[config.mk]
export PLATFORM = sky130hd
export DESIGN_NAME = sse_event_data_extractor_unit
export DESIGN_NICKNAME = d
export VERILOG_FILES = /design/src/sv/sseex_pkg.sv /design/src/sv/sseex_front.sv /design/src/sv/sseex_queue.sv /design/src/sv/sseex_back.sv /design/src/sv/sse_event_data_extractor_unit.sv
export SDC_FILE = /design/constraint.sdc
export NUM_CORES = 1
export LEC_CHECK = 0
export BUFFER_PORTS_ARGS = -buffer_cell sky130_fd_sc_hd__buf_2
export CAP_MARGIN = 25
export CORE_MARGIN = 4
export CORE_UTILIZATION = 30
export CTS_BUF_LIST = sky130_fd_sc_hd__clkbuf_8
export DETAILED_ROUTE_END_ITERATION = 7
export GPL_ROUTABILITY_DRIVEN = 0
export SYNTH_ARGS = -nofsm -noshare
export SYNTH_HDL_FRONTEND = slang
export SYNTH_HIERARCHICAL = 1
export SYNTH_SLANG_ARGS = --single-unit
[constraint.sdc]
create_clock -name clk -period 4.32 [get_ports clk]
set_clock_uncertainty 0.15 [all_clocks]
set_input_delay 0.216 -clock clk [delete_from_list [all_inputs] [get_ports clk]]
set_output_delay 0.216 -clock clk [all_outputs]
set_load 0.01 [all_outputs]
[src/sv/sseex_pkg.sv]
// Shared types, constants and helpers for the event-stream data extractor.
package sseex_pkg;

  localparam int LIMIT_W         = 25;
  localparam int QUEUE_DEPTH_DEF = 4;

  localparam logic [LIMIT_W-1:0] LIMIT_RESET = 25'd1048576;

  localparam logic [7:0] BYTE_CR    = 8'h0D;
  localparam logic [7:0] BYTE_LF    = 8'h0A;
  localparam logic [7:0] BYTE_SPACE = 8'h20;

  // Line position codes: prefix bytes matched, then data-line content modes.
  localparam logic [2:0] POS_START   = 3'd0;
  localparam logic [2:0] POS_COLON   = 3'd5;
  localparam logic [2:0] POS_SPACED  = 3'd6;
  localparam logic [2:0] POS_NOSPACE = 3'd7;

  localparam logic OP_BYTE   = 1'b0;
  localparam logic OP_FINISH = 1'b1;

  typedef enum logic [1:0] {
    KIND_PAYLOAD = 2'd0,
    KIND_END     = 2'd1,
    KIND_ERROR   = 2'd2
  } kind_t;

  typedef enum logic [2:0] {
    CLS_UNDEC = 3'b001,
    CLS_DATA  = 3'b010,
    CLS_OTHER = 3'b100
  } cls_t;

  typedef struct packed {
    kind_t      kind;
    logic [7:0] data;
  } res_t;

  // Results caused by one input: one or two.
  typedef struct packed {
    logic two;
    res_t r0;
    res_t r1;
  } grp_t;

  typedef struct packed {
    logic full;
    logic empty;
  } qstat_t;

  // Expected byte of the "data:" prefix at a given position.
  function automatic logic [7:0] prefix_char(input logic [2:0] pos);
    logic [7:0] c;
    case (pos)
      3'd0:    c = 8'h64;
      3'd1:    c = 8'h61;
      3'd2:    c = 8'h74;
      3'd3:    c = 8'h61;
      3'd4:    c = 8'h3A;
      default: c = 8'h00;
    endcase
    return c;
  endfunction

endpackage

[src/sv/sseex_front.sv]
// Front end: line/prefix parser, size check and limit register.
module sseex_front (
  input  logic                          clk,
  input  logic                          rst_n,
  input  logic                          acc,
  input  logic                          op,
  input  logic [7:0]                    in_data,
  input  logic                          cfg_we,
  input  logic [sseex_pkg::LIMIT_W-1:0] cfg_data,
  output logic                          grp_valid,
  output sseex_pkg::grp_t               grp,
  output logic                          failed
);
  import sseex_pkg::*;

  logic [LIMIT_W-1:0] limit_r;
  logic [2:0]         pos_r, pos_nxt;
  cls_t               cls_r, cls_nxt;
  logic               cr_r, cr_nxt;
  logic               open_r, open_nxt;
  logic [LIMIT_W-1:0] count_r, count_nxt;
  logic [LIMIT_W-1:0] lbytes_r, lbytes_nxt;
  logic               failed_r, failed_nxt;

  res_t               res_v [2];
  logic [1:0]         n_v;
  logic [LIMIT_W-1:0] dm1;

  always_comb begin
    pos_nxt    = pos_r;
    cls_nxt    = cls_r;
    cr_nxt     = cr_r;
    open_nxt   = open_r;
    count_nxt  = count_r;
    lbytes_nxt = lbytes_r;
    failed_nxt = failed_r;
    res_v[0]   = '0;
    res_v[1]   = '0;
    n_v        = 2'd0;
    dm1        = '0;

    if (!failed_r) begin
      if (op == OP_FINISH) begin
        if (open_r) begin
          res_v[n_v[0]] = '{kind: KIND_END, data: 8'h00};
          n_v = n_v + 2'd1;
        end
        open_nxt   = 1'b0;
        count_nxt  = '0;
        pos_nxt    = POS_START;
        cls_nxt    = CLS_UNDEC;
        cr_nxt     = 1'b0;
        lbytes_nxt = '0;
      end else if (count_r >= limit_r) begin
        failed_nxt = 1'b1;
        res_v[n_v[0]] = '{kind: KIND_ERROR, data: 8'h00};
        n_v = n_v + 2'd1;
      end else if (in_data == BYTE_LF) begin
        // count+1-drop, written as count-(drop-1) and floored at zero
        if (cls_r == CLS_UNDEC && pos_r == POS_START) begin
          if (open_r) begin
            res_v[n_v[0]] = '{kind: KIND_END, data: 8'h00};
            n_v = n_v + 2'd1;
          end
          open_nxt  = 1'b0;
          count_nxt = '0;
        end else begin
          if (cls_r == CLS_DATA) begin
            dm1 = ((pos_r == POS_SPACED) ? LIMIT_W'(5) : LIMIT_W'(4)) + LIMIT_W'(cr_r);
          end else begin
            dm1 = lbytes_r;
          end
          count_nxt = (count_r >= dm1) ? count_r - dm1 : '0;
        end
        pos_nxt    = POS_START;
        cls_nxt    = CLS_UNDEC;
        cr_nxt     = 1'b0;
        lbytes_nxt = '0;
      end else begin
        count_nxt  = count_r + LIMIT_W'(1);
        lbytes_nxt = lbytes_r + LIMIT_W'(1);
        // held CR not followed by LF is a plain line byte
        if (cr_r) begin
          cr_nxt = 1'b0;
          if (cls_nxt == CLS_DATA) begin
            res_v[n_v[0]] = '{kind: KIND_PAYLOAD, data: BYTE_CR};
            n_v = n_v + 2'd1;
          end else begin
            cls_nxt = CLS_OTHER;
          end
        end
        if (cls_nxt == CLS_UNDEC) begin
          if (pos_r < POS_COLON && in_data == prefix_char(pos_r)) begin
            pos_nxt = pos_r + 3'd1;
            if (pos_nxt == POS_COLON) begin
              cls_nxt = CLS_DATA;
              if (open_r) begin
                res_v[n_v[0]] = '{kind: KIND_PAYLOAD, data: BYTE_LF};
                n_v = n_v + 2'd1;
              end
              open_nxt = 1'b1;
            end
          end else if (in_data == BYTE_CR && pos_r == POS_START) begin
            cr_nxt = 1'b1;
          end else begin
            cls_nxt = CLS_OTHER;
          end
        end else if (cls_nxt == CLS_DATA) begin
          if (pos_r == POS_COLON && in_data == BYTE_SPACE) begin
            pos_nxt = POS_SPACED;
          end else begin
            if (pos_r == POS_COLON) begin
              pos_nxt = POS_NOSPACE;
            end
            if (in_data == BYTE_CR) begin
              cr_nxt = 1'b1;
            end else begin
              res_v[n_v[0]] = '{kind: KIND_PAYLOAD, data: in_data};
              n_v = n_v + 2'd1;
            end
          end
        end
      end
    end
  end

  assign grp_valid = acc && (n_v != 2'd0);
  assign grp.two   = n_v[1];
  assign grp.r0    = res_v[0];
  assign grp.r1    = res_v[1];
  assign failed    = failed_r;

  always_ff @(posedge clk) begin
    if (!rst_n) begin
      limit_r  <= LIMIT_RESET;
      pos_r    <= POS_START;
      cls_r    <= CLS_UNDEC;
      cr_r     <= 1'b0;
      open_r   <= 1'b0;
      count_r  <= '0;
      lbytes_r <= '0;
      failed_r <= 1'b0;
    end else begin
      if (cfg_we) begin
        limit_r <= cfg_data;
      end
      if (acc) begin
        pos_r    <= pos_nxt;
        cls_r    <= cls_nxt;
        cr_r     <= cr_nxt;
        open_r   <= open_nxt;
        count_r  <= count_nxt;
        lbytes_r <= lbytes_nxt;
        failed_r <= failed_nxt;
      end
    end
  end

endmodule

[src/sv/sseex_queue.sv]
// Result-group queue between the parser and the output serializer.
module sseex_queue #(
  parameter int DEPTH = sseex_pkg::QUEUE_DEPTH_DEF
) (
  input  logic              clk,
  input  logic              rst_n,
  input  logic              wr,
  input  sseex_pkg::grp_t   wr_grp,
  input  logic              rd,
  output sseex_pkg::grp_t   head,
  output sseex_pkg::qstat_t stat
);
  import sseex_pkg::*;

  localparam int PW = (DEPTH > 1) ? $clog2(DEPTH) : 1;
  localparam int CW = $clog2(DEPTH + 1);

  grp_t          mem [DEPTH];
  logic [PW-1:0] wptr_r, wptr_nxt;
  logic [PW-1:0] rptr_r, rptr_nxt;
  logic [CW-1:0] cnt_r, cnt_nxt;

  always_comb begin
    wptr_nxt = wptr_r;
    rptr_nxt = rptr_r;
    cnt_nxt  = cnt_r;
    if (wr) begin
      wptr_nxt = (wptr_r == PW'(DEPTH - 1)) ? '0 : wptr_r + PW'(1);
    end
    if (rd) begin
      rptr_nxt = (rptr_r == PW'(DEPTH - 1)) ? '0 : rptr_r + PW'(1);
    end
    if (wr && !rd) begin
      cnt_nxt = cnt_r + CW'(1);
    end else if (rd && !wr) begin
      cnt_nxt = cnt_r - CW'(1);
    end
  end

  always_ff @(posedge clk) begin
    if (wr) begin
      mem[wptr_r] <= wr_grp;
    end
  end

  always_ff @(posedge clk) begin
    if (!rst_n) begin
      wptr_r <= '0;
      rptr_r <= '0;
      cnt_r  <= '0;
    end else begin
      wptr_r <= wptr_nxt;
      rptr_r <= rptr_nxt;
      cnt_r  <= cnt_nxt;
    end
  end

  assign head       = mem[rptr_r];
  assign stat.full  = (cnt_r == CW'(DEPTH));
  assign stat.empty = (cnt_r == '0);

endmodule

[src/sv/sseex_back.sv]
// Back end: serializes queued result groups into single result transfers.
module sseex_back (
  input  logic              clk,
  input  logic              rst_n,
  input  sseex_pkg::grp_t   head,
  input  logic              q_empty,
  input  logic              pop,
  output logic              q_rd,
  output logic [1:0]        kind,
  output logic [7:0]        data,
  output logic              last
);
  import sseex_pkg::*;

  logic sub_r, sub_nxt;
  res_t cur;
  logic xfer;

  assign xfer = pop && !q_empty;
  assign last = !head.two || sub_r;
  assign cur  = (head.two && !sub_r) ? head.r0 : (sub_r ? head.r1 : head.r0);
  assign kind = cur.kind;
  assign data = cur.data;
  assign q_rd = xfer && last;

  always_comb begin
    sub_nxt = sub_r;
    if (xfer) begin
      sub_nxt = !last;
    end
  end

  always_ff @(posedge clk) begin
    if (!rst_n) begin
      sub_r <= 1'b0;
    end else begin
      sub_r <= sub_nxt;
    end
  end

endmodule

[src/sv/sse_event_data_extractor_unit.sv]
// Top level of the event-stream data extractor.
//
//   channel  | direction | handshake          | payload
//   ---------+-----------+--------------------+----------------------------
//   input    | in        | push / full        | in_op, in_byte
//   result   | out       | empty / pop        | out_kind, out_byte, out_last
//   config   | in        | cfg_valid/cfg_ready| cfg_data (size limit)
//
// One input transfer per clock while full is low; the parser updates its
// line and size state in the cycle of the transfer, so there is no stall
// between consecutive bytes. The result side moves one result per clock
// while pop is high, so an input that causes two results takes two
// transfers; the group queue (QUEUE_DEPTH entries) absorbs that and any pop
// stalls, and full rises only when it is out of entries. Results reach the
// output ports from the registered group queue.
// Reset is synchronous, active low; it restores the 1 MiB size limit and
// clears parser state, the sticky error and the queue.
module sse_event_data_extractor_unit #(
  parameter int QUEUE_DEPTH = sseex_pkg::QUEUE_DEPTH_DEF
) (
  input  logic                          clk,
  input  logic                          rst_n,
  // input channel
  input  logic                          push,
  output logic                          full,
  input  logic                          in_op,
  input  logic [7:0]                    in_byte,
  // result channel
  output logic                          empty,
  input  logic                          pop,
  output logic [1:0]                    out_kind,
  output logic [7:0]                    out_byte,
  output logic                          out_last,
  // configuration channel
  input  logic                          cfg_valid,
  output logic                          cfg_ready,
  input  logic [sseex_pkg::LIMIT_W-1:0] cfg_data
);
  import sseex_pkg::*;

  logic   acc;
  logic   grp_valid;
  grp_t   grp;
  logic   failed;
  grp_t   head;
  qstat_t qstat;
  logic   q_rd;

  // limit register is always writable
  assign cfg_ready = 1'b1;

  assign acc   = push && !qstat.full;
  assign full  = qstat.full;
  assign empty = qstat.empty;

  sseex_front u_front (
    .clk       (clk),
    .rst_n     (rst_n),
    .acc       (acc),
    .op        (in_op),
    .in_data   (in_byte),
    .cfg_we    (cfg_valid && cfg_ready),
    .cfg_data  (cfg_data),
    .grp_valid (grp_valid),
    .grp       (grp),
    .failed    (failed)
  );

  sseex_queue #(
    .DEPTH (QUEUE_DEPTH)
  ) u_queue (
    .clk    (clk),
    .rst_n  (rst_n),
    .wr     (grp_valid),
    .wr_grp (grp),
    .rd     (q_rd),
    .head   (head),
    .stat   (qstat)
  );

  sseex_back u_back (
    .clk     (clk),
    .rst_n   (rst_n),
    .head    (head),
    .q_empty (qstat.empty),
    .pop     (pop),
    .q_rd    (q_rd),
    .kind    (out_kind),
    .data    (out_byte),
    .last    (out_last)
  );

  // Event end and overflow error are always the final result of their input.
  a_ctrl_last: assert property (@(posedge clk) disable iff (!rst_n)
    (!empty && out_kind != KIND_PAYLOAD) |-> out_last)
    else $error("non-payload result without last");

  // The overflow error is sticky: nothing enters the queue afterwards.
  a_failed_quiet: assert property (@(posedge clk) disable iff (!rst_n)
    failed |-> !grp_valid)
    else $error("result produced after overflow");

  a_failed_sticky: assert property (@(posedge clk) disable iff (!rst_n)
    failed |=> failed)
    else $error("overflow flag cleared without reset");

  // Queue writes only come from accepted input transfers.
  a_wr_on_accept: assert property (@(posedge clk) disable iff (!rst_n)
    grp_valid |-> (push && !full))
    else $error("queue write without input transfer");

endmodule
==> qor.txt, run 1 <==
Critical Path AT = 4.31 ns
WL/cell = 16.4 um
Syn Inst Count = 1098
antenna violations before repair = 0
Core Rows = 68
sequential share of power = 50.4%
# IOs = 53
crit path cell chain = ha_1, and4_1, a221oi_2, a31oi_2, or4_4, a21oi_4, nor2_1, a21oi_2, ha_1, inv_1, fa_1, xor2_1, or3_1, a21boi_0
via count of the first global-routing pass = 8439
post-synthesis area per instance = 9.64 um^2
share of layout cells above drive strength 1 = 15.3%
FF+latch count, synth = 178
Top cell by count, worst path = ha_1
DR iter-0 viols = 657
GRT Total Usage = 14.2%
RSZ-0062 raised after global routing = false
Synth Cell Area = 0.0106 mm^2
Nets = 1302
Die Ht = 196 um
Fmax = 247 MHz
Clock Tree Root = clkbuf_8
worst r2r src = u_front/count_r[13]$_SDFFE_PN0P_
CTS Buffer Depth = 2
Worst Path Class, Setup = flip-flop to flip-flop
Final Slew Violations = 0
sequential area share after synthesis = 41.6%
final hold viol count = 0
detailed placement HPWL = 19.8 mm
Residual DRC = 0
reg-to-reg slack, setup = 0.27 ns
area leader, netlist = edfxtp_1
clock latency on the worst-skew pair = 0.49 ns
Pwr Density = 295 mW/mm^2
Clock Sink Count = 178
largest net degree at the start of global routing = 46
Cells on Worst Hold Path = 2
Final ANT Viol Nets = 0
Leakage Power = 4.51 nW
crit-path leading delay family = simple AND/OR/NAND/NOR gates
Comb power frac = 17.6%
Setup crit end kind = flip-flop
Worst Hold Class = input port to flip-flop
initial core utilization = 30.5%
Slew headroom = 50.4%
reg2reg end = u_queue/cnt_r[2]$_SDFFE_PN0P_
Int Power = 0.00249 W
critical path required time = 4.58 ns
Post-synth top flop = dfxtp_1
worst setup margin = 0.272 ns
die area = 0.0384 mm^2
clock transition at the registers of the reported paths = 0.11 ns
worst path buffer plus inverter count = 1
Tightest Pin Transition = 0.745 ns
Psw = 0.00112 W
Syn. warnings = 6
status = complete, no violations
Num CTS Buffers = 17
Slowest cell on crit path = or4_4
Final TNS setup = 0 ns
FFs w/ async S/R, synth = 0%
Area growth syn-to-layout = 15.4%
Synth cell types = 83
Core ar. = 0.0347 mm^2
Yosys top cell area share = 23.8%
Period minus WS final = 4.05 ns
hold_sp = in_byte[0]
worst vdd ir = 0.000185 V
Fill cells = 3552
Chip Width = 196 um
CTS H-tree depth = 4
CP peak stage delay = 0.54 ns
Final Cycle Share = 93.7%
crit path launch type = flip-flop
Max-Cap Viols = 0
Post-synth EDFFs = 84
port bufs = 51
Post-Route WL = 27.3 mm
CTS tree = built
grt ovf = 0
Initial DRT Pass Iterations = 5
R2R cell count = 14
Clock power frac = 32.0%
post-DR vias/cell = 5.21
Vias = 8657
crit-path max FO = 7
first-pass GRT wire length = 44.2 mm
Setup Buffers After CTS = 0
pre-CTS setup slack = 0.112 ns
setup violators final = 0
hold worst-path end = u_queue/mem[0][0]$_DFFE_PP_
synth top area cells = edfxtp_1 24%, dfxtp_1 18%, ha_1 8.2%
Sw Share = 31.0%
layer usage:
metal	part of all wire [%]	global-route usage, %	vias up
met5	0	0	-
met4	1.2	3.15	0
met3	3.9	2.73	26
met2	48	23.6	179
met1	47	19.2	4214
li1	-	-	4238
metrics by stage:
stage / power, W / area [um^2] / hold WS [ns] / util (%) / cells
global placement: 0.00245 / 11500 / 0.290 / 33.1 / 1600
CTS: 0.00363 / 12200 / 0.00620 / 35.1 / 1660
global route: 0.00378 / 12200 / 0.0340 / 35.2 / 1660
floorplan: 0.00228 / 10600 / 0.188 / - / 1099
detailed placement: 0.00246 / 11500 / 0.293 / 33.1 / 1600
finish: 0.00361 / 12200 / 0.0260 / 35.2 / 1661
power by group through the flow:
stage	logic [W]	clock network, W	registers, W
2_1_floorplan	0.000435	0	0.00184
3_3_place_gp	0.000598	0	0.00186
3_5_place_dp	0.000607	0	0.00186
4_1_cts	0.000629	0.00118	0.00182
5_1_grt	0.000695	0.00127	0.00182
6_report	0.000634	0.00115	0.00182
cell type report:
type                            count  area [um^2]  area share [%]
Antenna cell                        1         2.50          0.0205
Inverter                           59          221            1.81
Tap cell                          455          569            4.66
Clock buffer                       17          234            1.92
Sequential cell                   178         4400            36.1
Timing Repair Buffer              118          841            6.88
Multi-Input combinational cell    818         5790            47.4
Clock inverter                     15          153            1.25
worst max path at each step:
| stage | from | end | slack (ns) | depth (start not counted) |
|---|---|---|---|---|
| 2_1_floorplan | u_front/count_r[8]$_SDFFE_PN0P_ | u_queue/cnt_r[2]$_SDFFE_PN0P_ | 0.16 | 16 |
| 3_3_place_gp | u_front/count_r[23]$_SDFFE_PN0P_ | u_queue/cnt_r[2]$_SDFFE_PN0P_ | 0.26 | 15 |
| 3_5_place_dp | u_front/count_r[23]$_SDFFE_PN0P_ | u_queue/cnt_r[2]$_SDFFE_PN0P_ | 0.11 | 15 |
| 4_1_cts | u_front/count_r[23]$_SDFFE_PN0P_ | u_queue/cnt_r[2]$_SDFFE_PN0P_ | 0.08 | 15 |
| 5_1_grt | u_front/pos_r[1]$_SDFFE_PN0P_ | u_queue/cnt_r[2]$_SDFFE_PN0P_ | 0.01 | 17 |
| 6_report | u_front/count_r[13]$_SDFFE_PN0P_ | u_queue/cnt_r[2]$_SDFFE_PN0P_ | 0.27 | 14 |
synth_stat cells, types with 4 or more instances:
| cell type | instances |
|---|---|
| a21o_1 | 5 |
| o21a_1 | 8 |
| a211oi_1 | 8 |
| nor3_2 | 4 |
| dfxtp_1 | 94 |
| o21bai_1 | 7 |
| clkbuf_1 | 25 |
| o22ai_1 | 6 |
| buf_2 | 10 |
| nand3_1 | 30 |
| edfxtp_1 | 84 |
| or3_1 | 10 |
| a22oi_1 | 4 |
| and4_1 | 5 |
| o21ai_0 | 57 |
| xnor2_1 | 16 |
| nor2_1 | 99 |
| mux4_2 | 20 |
| nand2_1 | 94 |
| buf_4 | 4 |
| and3_1 | 12 |
| nand3b_1 | 9 |
| and2_1 | 22 |
| mux2_2 | 10 |
| a21boi_0 | 7 |
| a21oi_1 | 77 |
| o211ai_1 | 12 |
| nor2b_1 | 17 |
| xor2_1 | 13 |
| nand2b_1 | 10 |
| nor4_1 | 12 |
| mux2i_1 | 32 |
| nor3b_1 | 8 |
| nand4_1 | 23 |
| nor3_1 | 29 |
| a31oi_1 | 18 |
| ha_1 | 69 |
| inv_1 | 58 |
worst register-to-register path, cell delays in order, from the launching register on:
cell	delay [ns]
dfxtp_1	0.50
ha_1	0.31
and4_1	0.23
a221oi_2	0.39
a31oi_2	0.19
or4_4	0.54
a21oi_4	0.18
nor2_1	0.08
a21oi_2	0.15
ha_1	0.20
inv_1	0.06
fa_1	0.37
xor2_1	0.17
or3_1	0.30
a21boi_0	0.15
cell usage in the layout (no fill, tap or decap), types with 29 or more instances in the layout:
master and n:
nand2_1 94, a21oi_1 76, edfxtp_1 84, nor3_1 29
buf_2 51, nand3_1 30, mux2i_1 32, inv_1 58
dfxtp_1 94, ha_1 67, nor2_1 99, o21ai_0 57
buf_4 38
state kept, by name, indices dropped and copies added, names as in the netlist, 2 cells and up, named ones only:
signal and count:
u_queue/wptr_r 2, u_queue/rptr_r 2, u_queue/cnt_r 3, u_front/pos_r 3, u_front/cls_r 3, u_front/limit_r 25
u_front/lbytes_r 25, u_queue/mem 84, u_front/count_r 25
logic make-up after synthesis:
group                      share of synthesized area (%)
AOI/OAI and AO/OA                                   14.4
xor gates and xnor gates                            2.40
adders and majority gates                           8.53
buffers and inverters                               4.14
DFF                                                 41.6
muxes                                               8.84
other                                             0.0709
and+or+nand+nor                                     20.0
what timing repair did:
item | CTS | global route
endpoints found under the hold margin | 32 | 0
setup endpoints to repair | 0 | 3
resized for setup | 0 | 7
hold buffers | 28 | 0
Note: power is estimated with default switching activity, not from simulation.
==> run 2, diff against run 1 <==
--- a/config.mk
+++ b/config.mk
@@ -5,7 +5,7 @@
 export SDC_FILE = /design/constraint.sdc
 export NUM_CORES = 1
 export LEC_CHECK = 0
-export BUFFER_PORTS_ARGS = -buffer_cell sky130_fd_sc_hd__buf_2
+export BUFFER_PORTS_ARGS = -buffer_cell sky130_fd_sc_hd__buf_4
 export CAP_MARGIN = 25
 export CORE_MARGIN = 4
 export CORE_UTILIZATION = 30
==> run 2 against run 1 <==
Clock power is essentially flat. Via count grew 0.10%. Final cell count grew 0.30%. Fmax shrank 0.40%. Sequential share of layout area shrank 0.53 points. Sequential power is essentially flat. Die area is the same. Worst setup slack lost 0.016 ns. Global-route usage grew 0.11 points. Critical endpoint unchanged. Largest cell class unchanged. Largest power group unchanged.
==> qor.txt, run 2 (synthesis results as in run 1) <==
largest net degree at the start of global routing = 53 (+15%)
Fmax = 246 MHz (-0.40%)
GRT Total Usage = 14.3% (+0.11 points)
CTS H-tree depth = 4 (unchanged)
clock latency on the worst-skew pair = 0.47 ns (-0.02 ns)
Clock Tree Root = clkbuf_8
clock transition at the registers of the reported paths = 0.11 ns (about the same)
WL/cell = 16.6 um (+0.82%)
Largest Register = u_queue/mem
critical path required time = 4.58 ns (about the same)
R2R cell count = 16 (+2)
Clock Sink Count = 178 (unchanged)
Slew headroom = 50.9% (+0.50 points)
Worst Hold Class = input port to flip-flop
CP peak stage delay = 0.54 ns (about the same)
worst path buffer plus inverter count = 2 (+1)
reg-to-reg slack, setup = 0.26 ns (-0.02 ns)
Setup crit end kind = flip-flop
hold_sp = in_byte[2]
n_diodes = 0 (-1)
status = complete, no violations
Cells on Worst Hold Path = 2 (unchanged)
CTS Buffer Depth = 2 (unchanged)
Final Cycle Share = 94.1% (+0.38 points)
worst r2r src = u_front/limit_r[8]$_SDFFE_PN0P_
Finished Cell Area = 0.0124 mm^2 (+1.5%)
Critical Path AT = 4.33 ns (+0.02 ns)
share of layout cells above drive strength 1 = 15.4% (+0.17 points)
Die Ht = 196 um (unchanged)
Area growth syn-to-layout = 17.1%
reg2reg end = u_queue/cnt_r[2]$_SDFFE_PN0P_
Num CTS Buffers = 17 (unchanged)
Tightest Pin Transition = 0.730 ns (-0.0142 ns)
max reg flops = 84 (unchanged)
crit-path leading delay family = simple AND/OR/NAND/NOR gates
Core ar. = 0.0347 mm^2 (unchanged)
Period minus WS final = 4.06 ns (+0.0163 ns)
crit path cell chain = inv_1, ha_1, a2111oi_4, and4b_1, o2111ai_1, a31oi_2, or4_4, a21oi_4, nor2_1, a21oi_2, ha_1, inv_1, fa_1, xor2_1, or3_1, a21boi_1
post-DR vias/cell = 5.20 (-0.20%)
Util after Layout = 35.7% (+0.53 points)
via count of the first global-routing pass = 8486 (+0.56%)
Final TNS setup = 0 ns (unchanged)
Final ANT Viol Nets = 0 (unchanged)
CTS tree = built
Slowest cell on crit path = or4_4
crit path launch type = flip-flop
Nets = 1308 (+0.46%)
final total power = 0.00364 W (+0.93%)
Chip Width = 196 um (unchanged)
# IOs = 53 (unchanged)
first-pass GRT wire length = 44.8 mm (+1.5%)
Residual DRC = 0 (unchanged)
Core Rows = 68 (unchanged)
most frequent cells in the layout = 99 x nor2_1, 94 x dfxtp_1, 94 x nand2_1, 93 x buf_4, 84 x edfxtp_1
Vias = 8666 (+0.10%)
RSZ-0062 raised after global routing = true
commonest non-fill, non-tap cell in the layout = nor2_1
initial core utilization = 30.5% (unchanged)
Post-DP Area = 0.0116 mm^2 (+1.1%)
final hold viol count = 0 (unchanged)
DR iter-0 viols = 566 (-14%)
crit-path max FO = 5 (-2)
die area = 0.0384 mm^2 (unchanged)
Post-Route WL = 27.6 mm (+1.1%)
global routing met2 resource utilization = 24.7% (+1.1 points)
M1 GR Usage = 19.0% (-0.14 points)
Pwr Density = 293 mW/mm^2 (-0.57%)
grt ovf = 0 (unchanged)
hold worst-path end = u_queue/mem[3][2]$_DFFE_PP_
setup violators final = 0 (unchanged)
Leakage Power = 4.59 nW (+1.6%)
detailed placement HPWL = 19.8 mm (-0.35%)
Worst Path Class, Setup = flip-flop to flip-flop
Max-Cap Viols = 0 (unchanged)
port bufs = 51 (unchanged)
antenna violations before repair = 0 (unchanged)
Final Slew Violations = 0 (unchanged)
GRT busiest layer = met2
worst vdd ir = 0.000199 V (+7.2%)
Initial DRT Pass Iterations = 6 (+1)
GRT met3 Usage = 2.27% (-0.46 points)
[run 2: changes by cell type in the layout (fill, tap and decap cells not counted), moves of 2 or more]
cell and delta:
buf_2 -51, buf_4 +55, clkinv_4 +2, dlygate4sd3_1 +2
[run 2: final cells by class]
type | count | area (um^2)
timing repair buffer | 124 | 1020
multi-input combinational | 818 | 5800
inverter | 59 | 221
sequential | 178 | 4400
fill | 3522 | 22300
clock inverter | 15 | 158
clock buffer | 17 | 234
tap | 455 | 569
[run 2: worst max-delay path by stage]
stage,start,end,slack [ns],cells after the start
6_report,u_front/limit_r[8]$_SDFFE_PN0P_,u_queue/cnt_r[2]$_SDFFE_PN0P_,0.26,16
5_1_grt,u_front/limit_r[8]$_SDFFE_PN0P_,u_queue/cnt_r[2]$_SDFFE_PN0P_,-0.01,16
4_1_cts,u_front/count_r[20]$_SDFFE_PN0P_,u_queue/cnt_r[2]$_SDFFE_PN0P_,0.12,15
3_5_place_dp,u_front/count_r[23]$_SDFFE_PN0P_,u_queue/cnt_r[2]$_SDFFE_PN0P_,0.15,15
3_3_place_gp,u_front/count_r[23]$_SDFFE_PN0P_,u_queue/cnt_r[2]$_SDFFE_PN0P_,0.24,15
2_1_floorplan,u_front/count_r[8]$_SDFFE_PN0P_,u_queue/cnt_r[2]$_SDFFE_PN0P_,0.16,16
[run 2: repair_timing]
| item | CTS | global route |
|---|---|---|
| endpoints found under the setup margin | 0 | 8 |
| endpoints found under the hold margin | 45 | 0 |
| setup buffers | 0 | 3 |
| resized for setup | 0 | 8 |
| hold buffers | 30 | 0 |
[run 2: metrics by stage]
stage / hold slack (ns) / setup WS, ns / instances
global placement: 0.294 / 0.238 / 1600
CTS: 0.00395 / 0.116 / 1662
global route: 0.0165 / -0.0119 / 1666
floorplan: 0.188 / 0.163 / 1099
detailed placement: 0.293 / 0.151 / 1600
finish: 0.0296 / 0.256 / 1666
[run 2: layer usage]
layer  vias to the layer above  wire, um
met5                         -         0
met1                      4187     12600
met2                       206     13500
met3                        24      1220
met4                         0       316
li1                       4249         -
[run 2: power breakdown]
group	total (W)	internal (W)	switching [W]
combinational	0.000668	0.000298	0.000370
clock	0.00115	0.000434	0.000717
sequential	0.00182	0.00179	0.0000339
total	0.00364	0.00252	0.00112
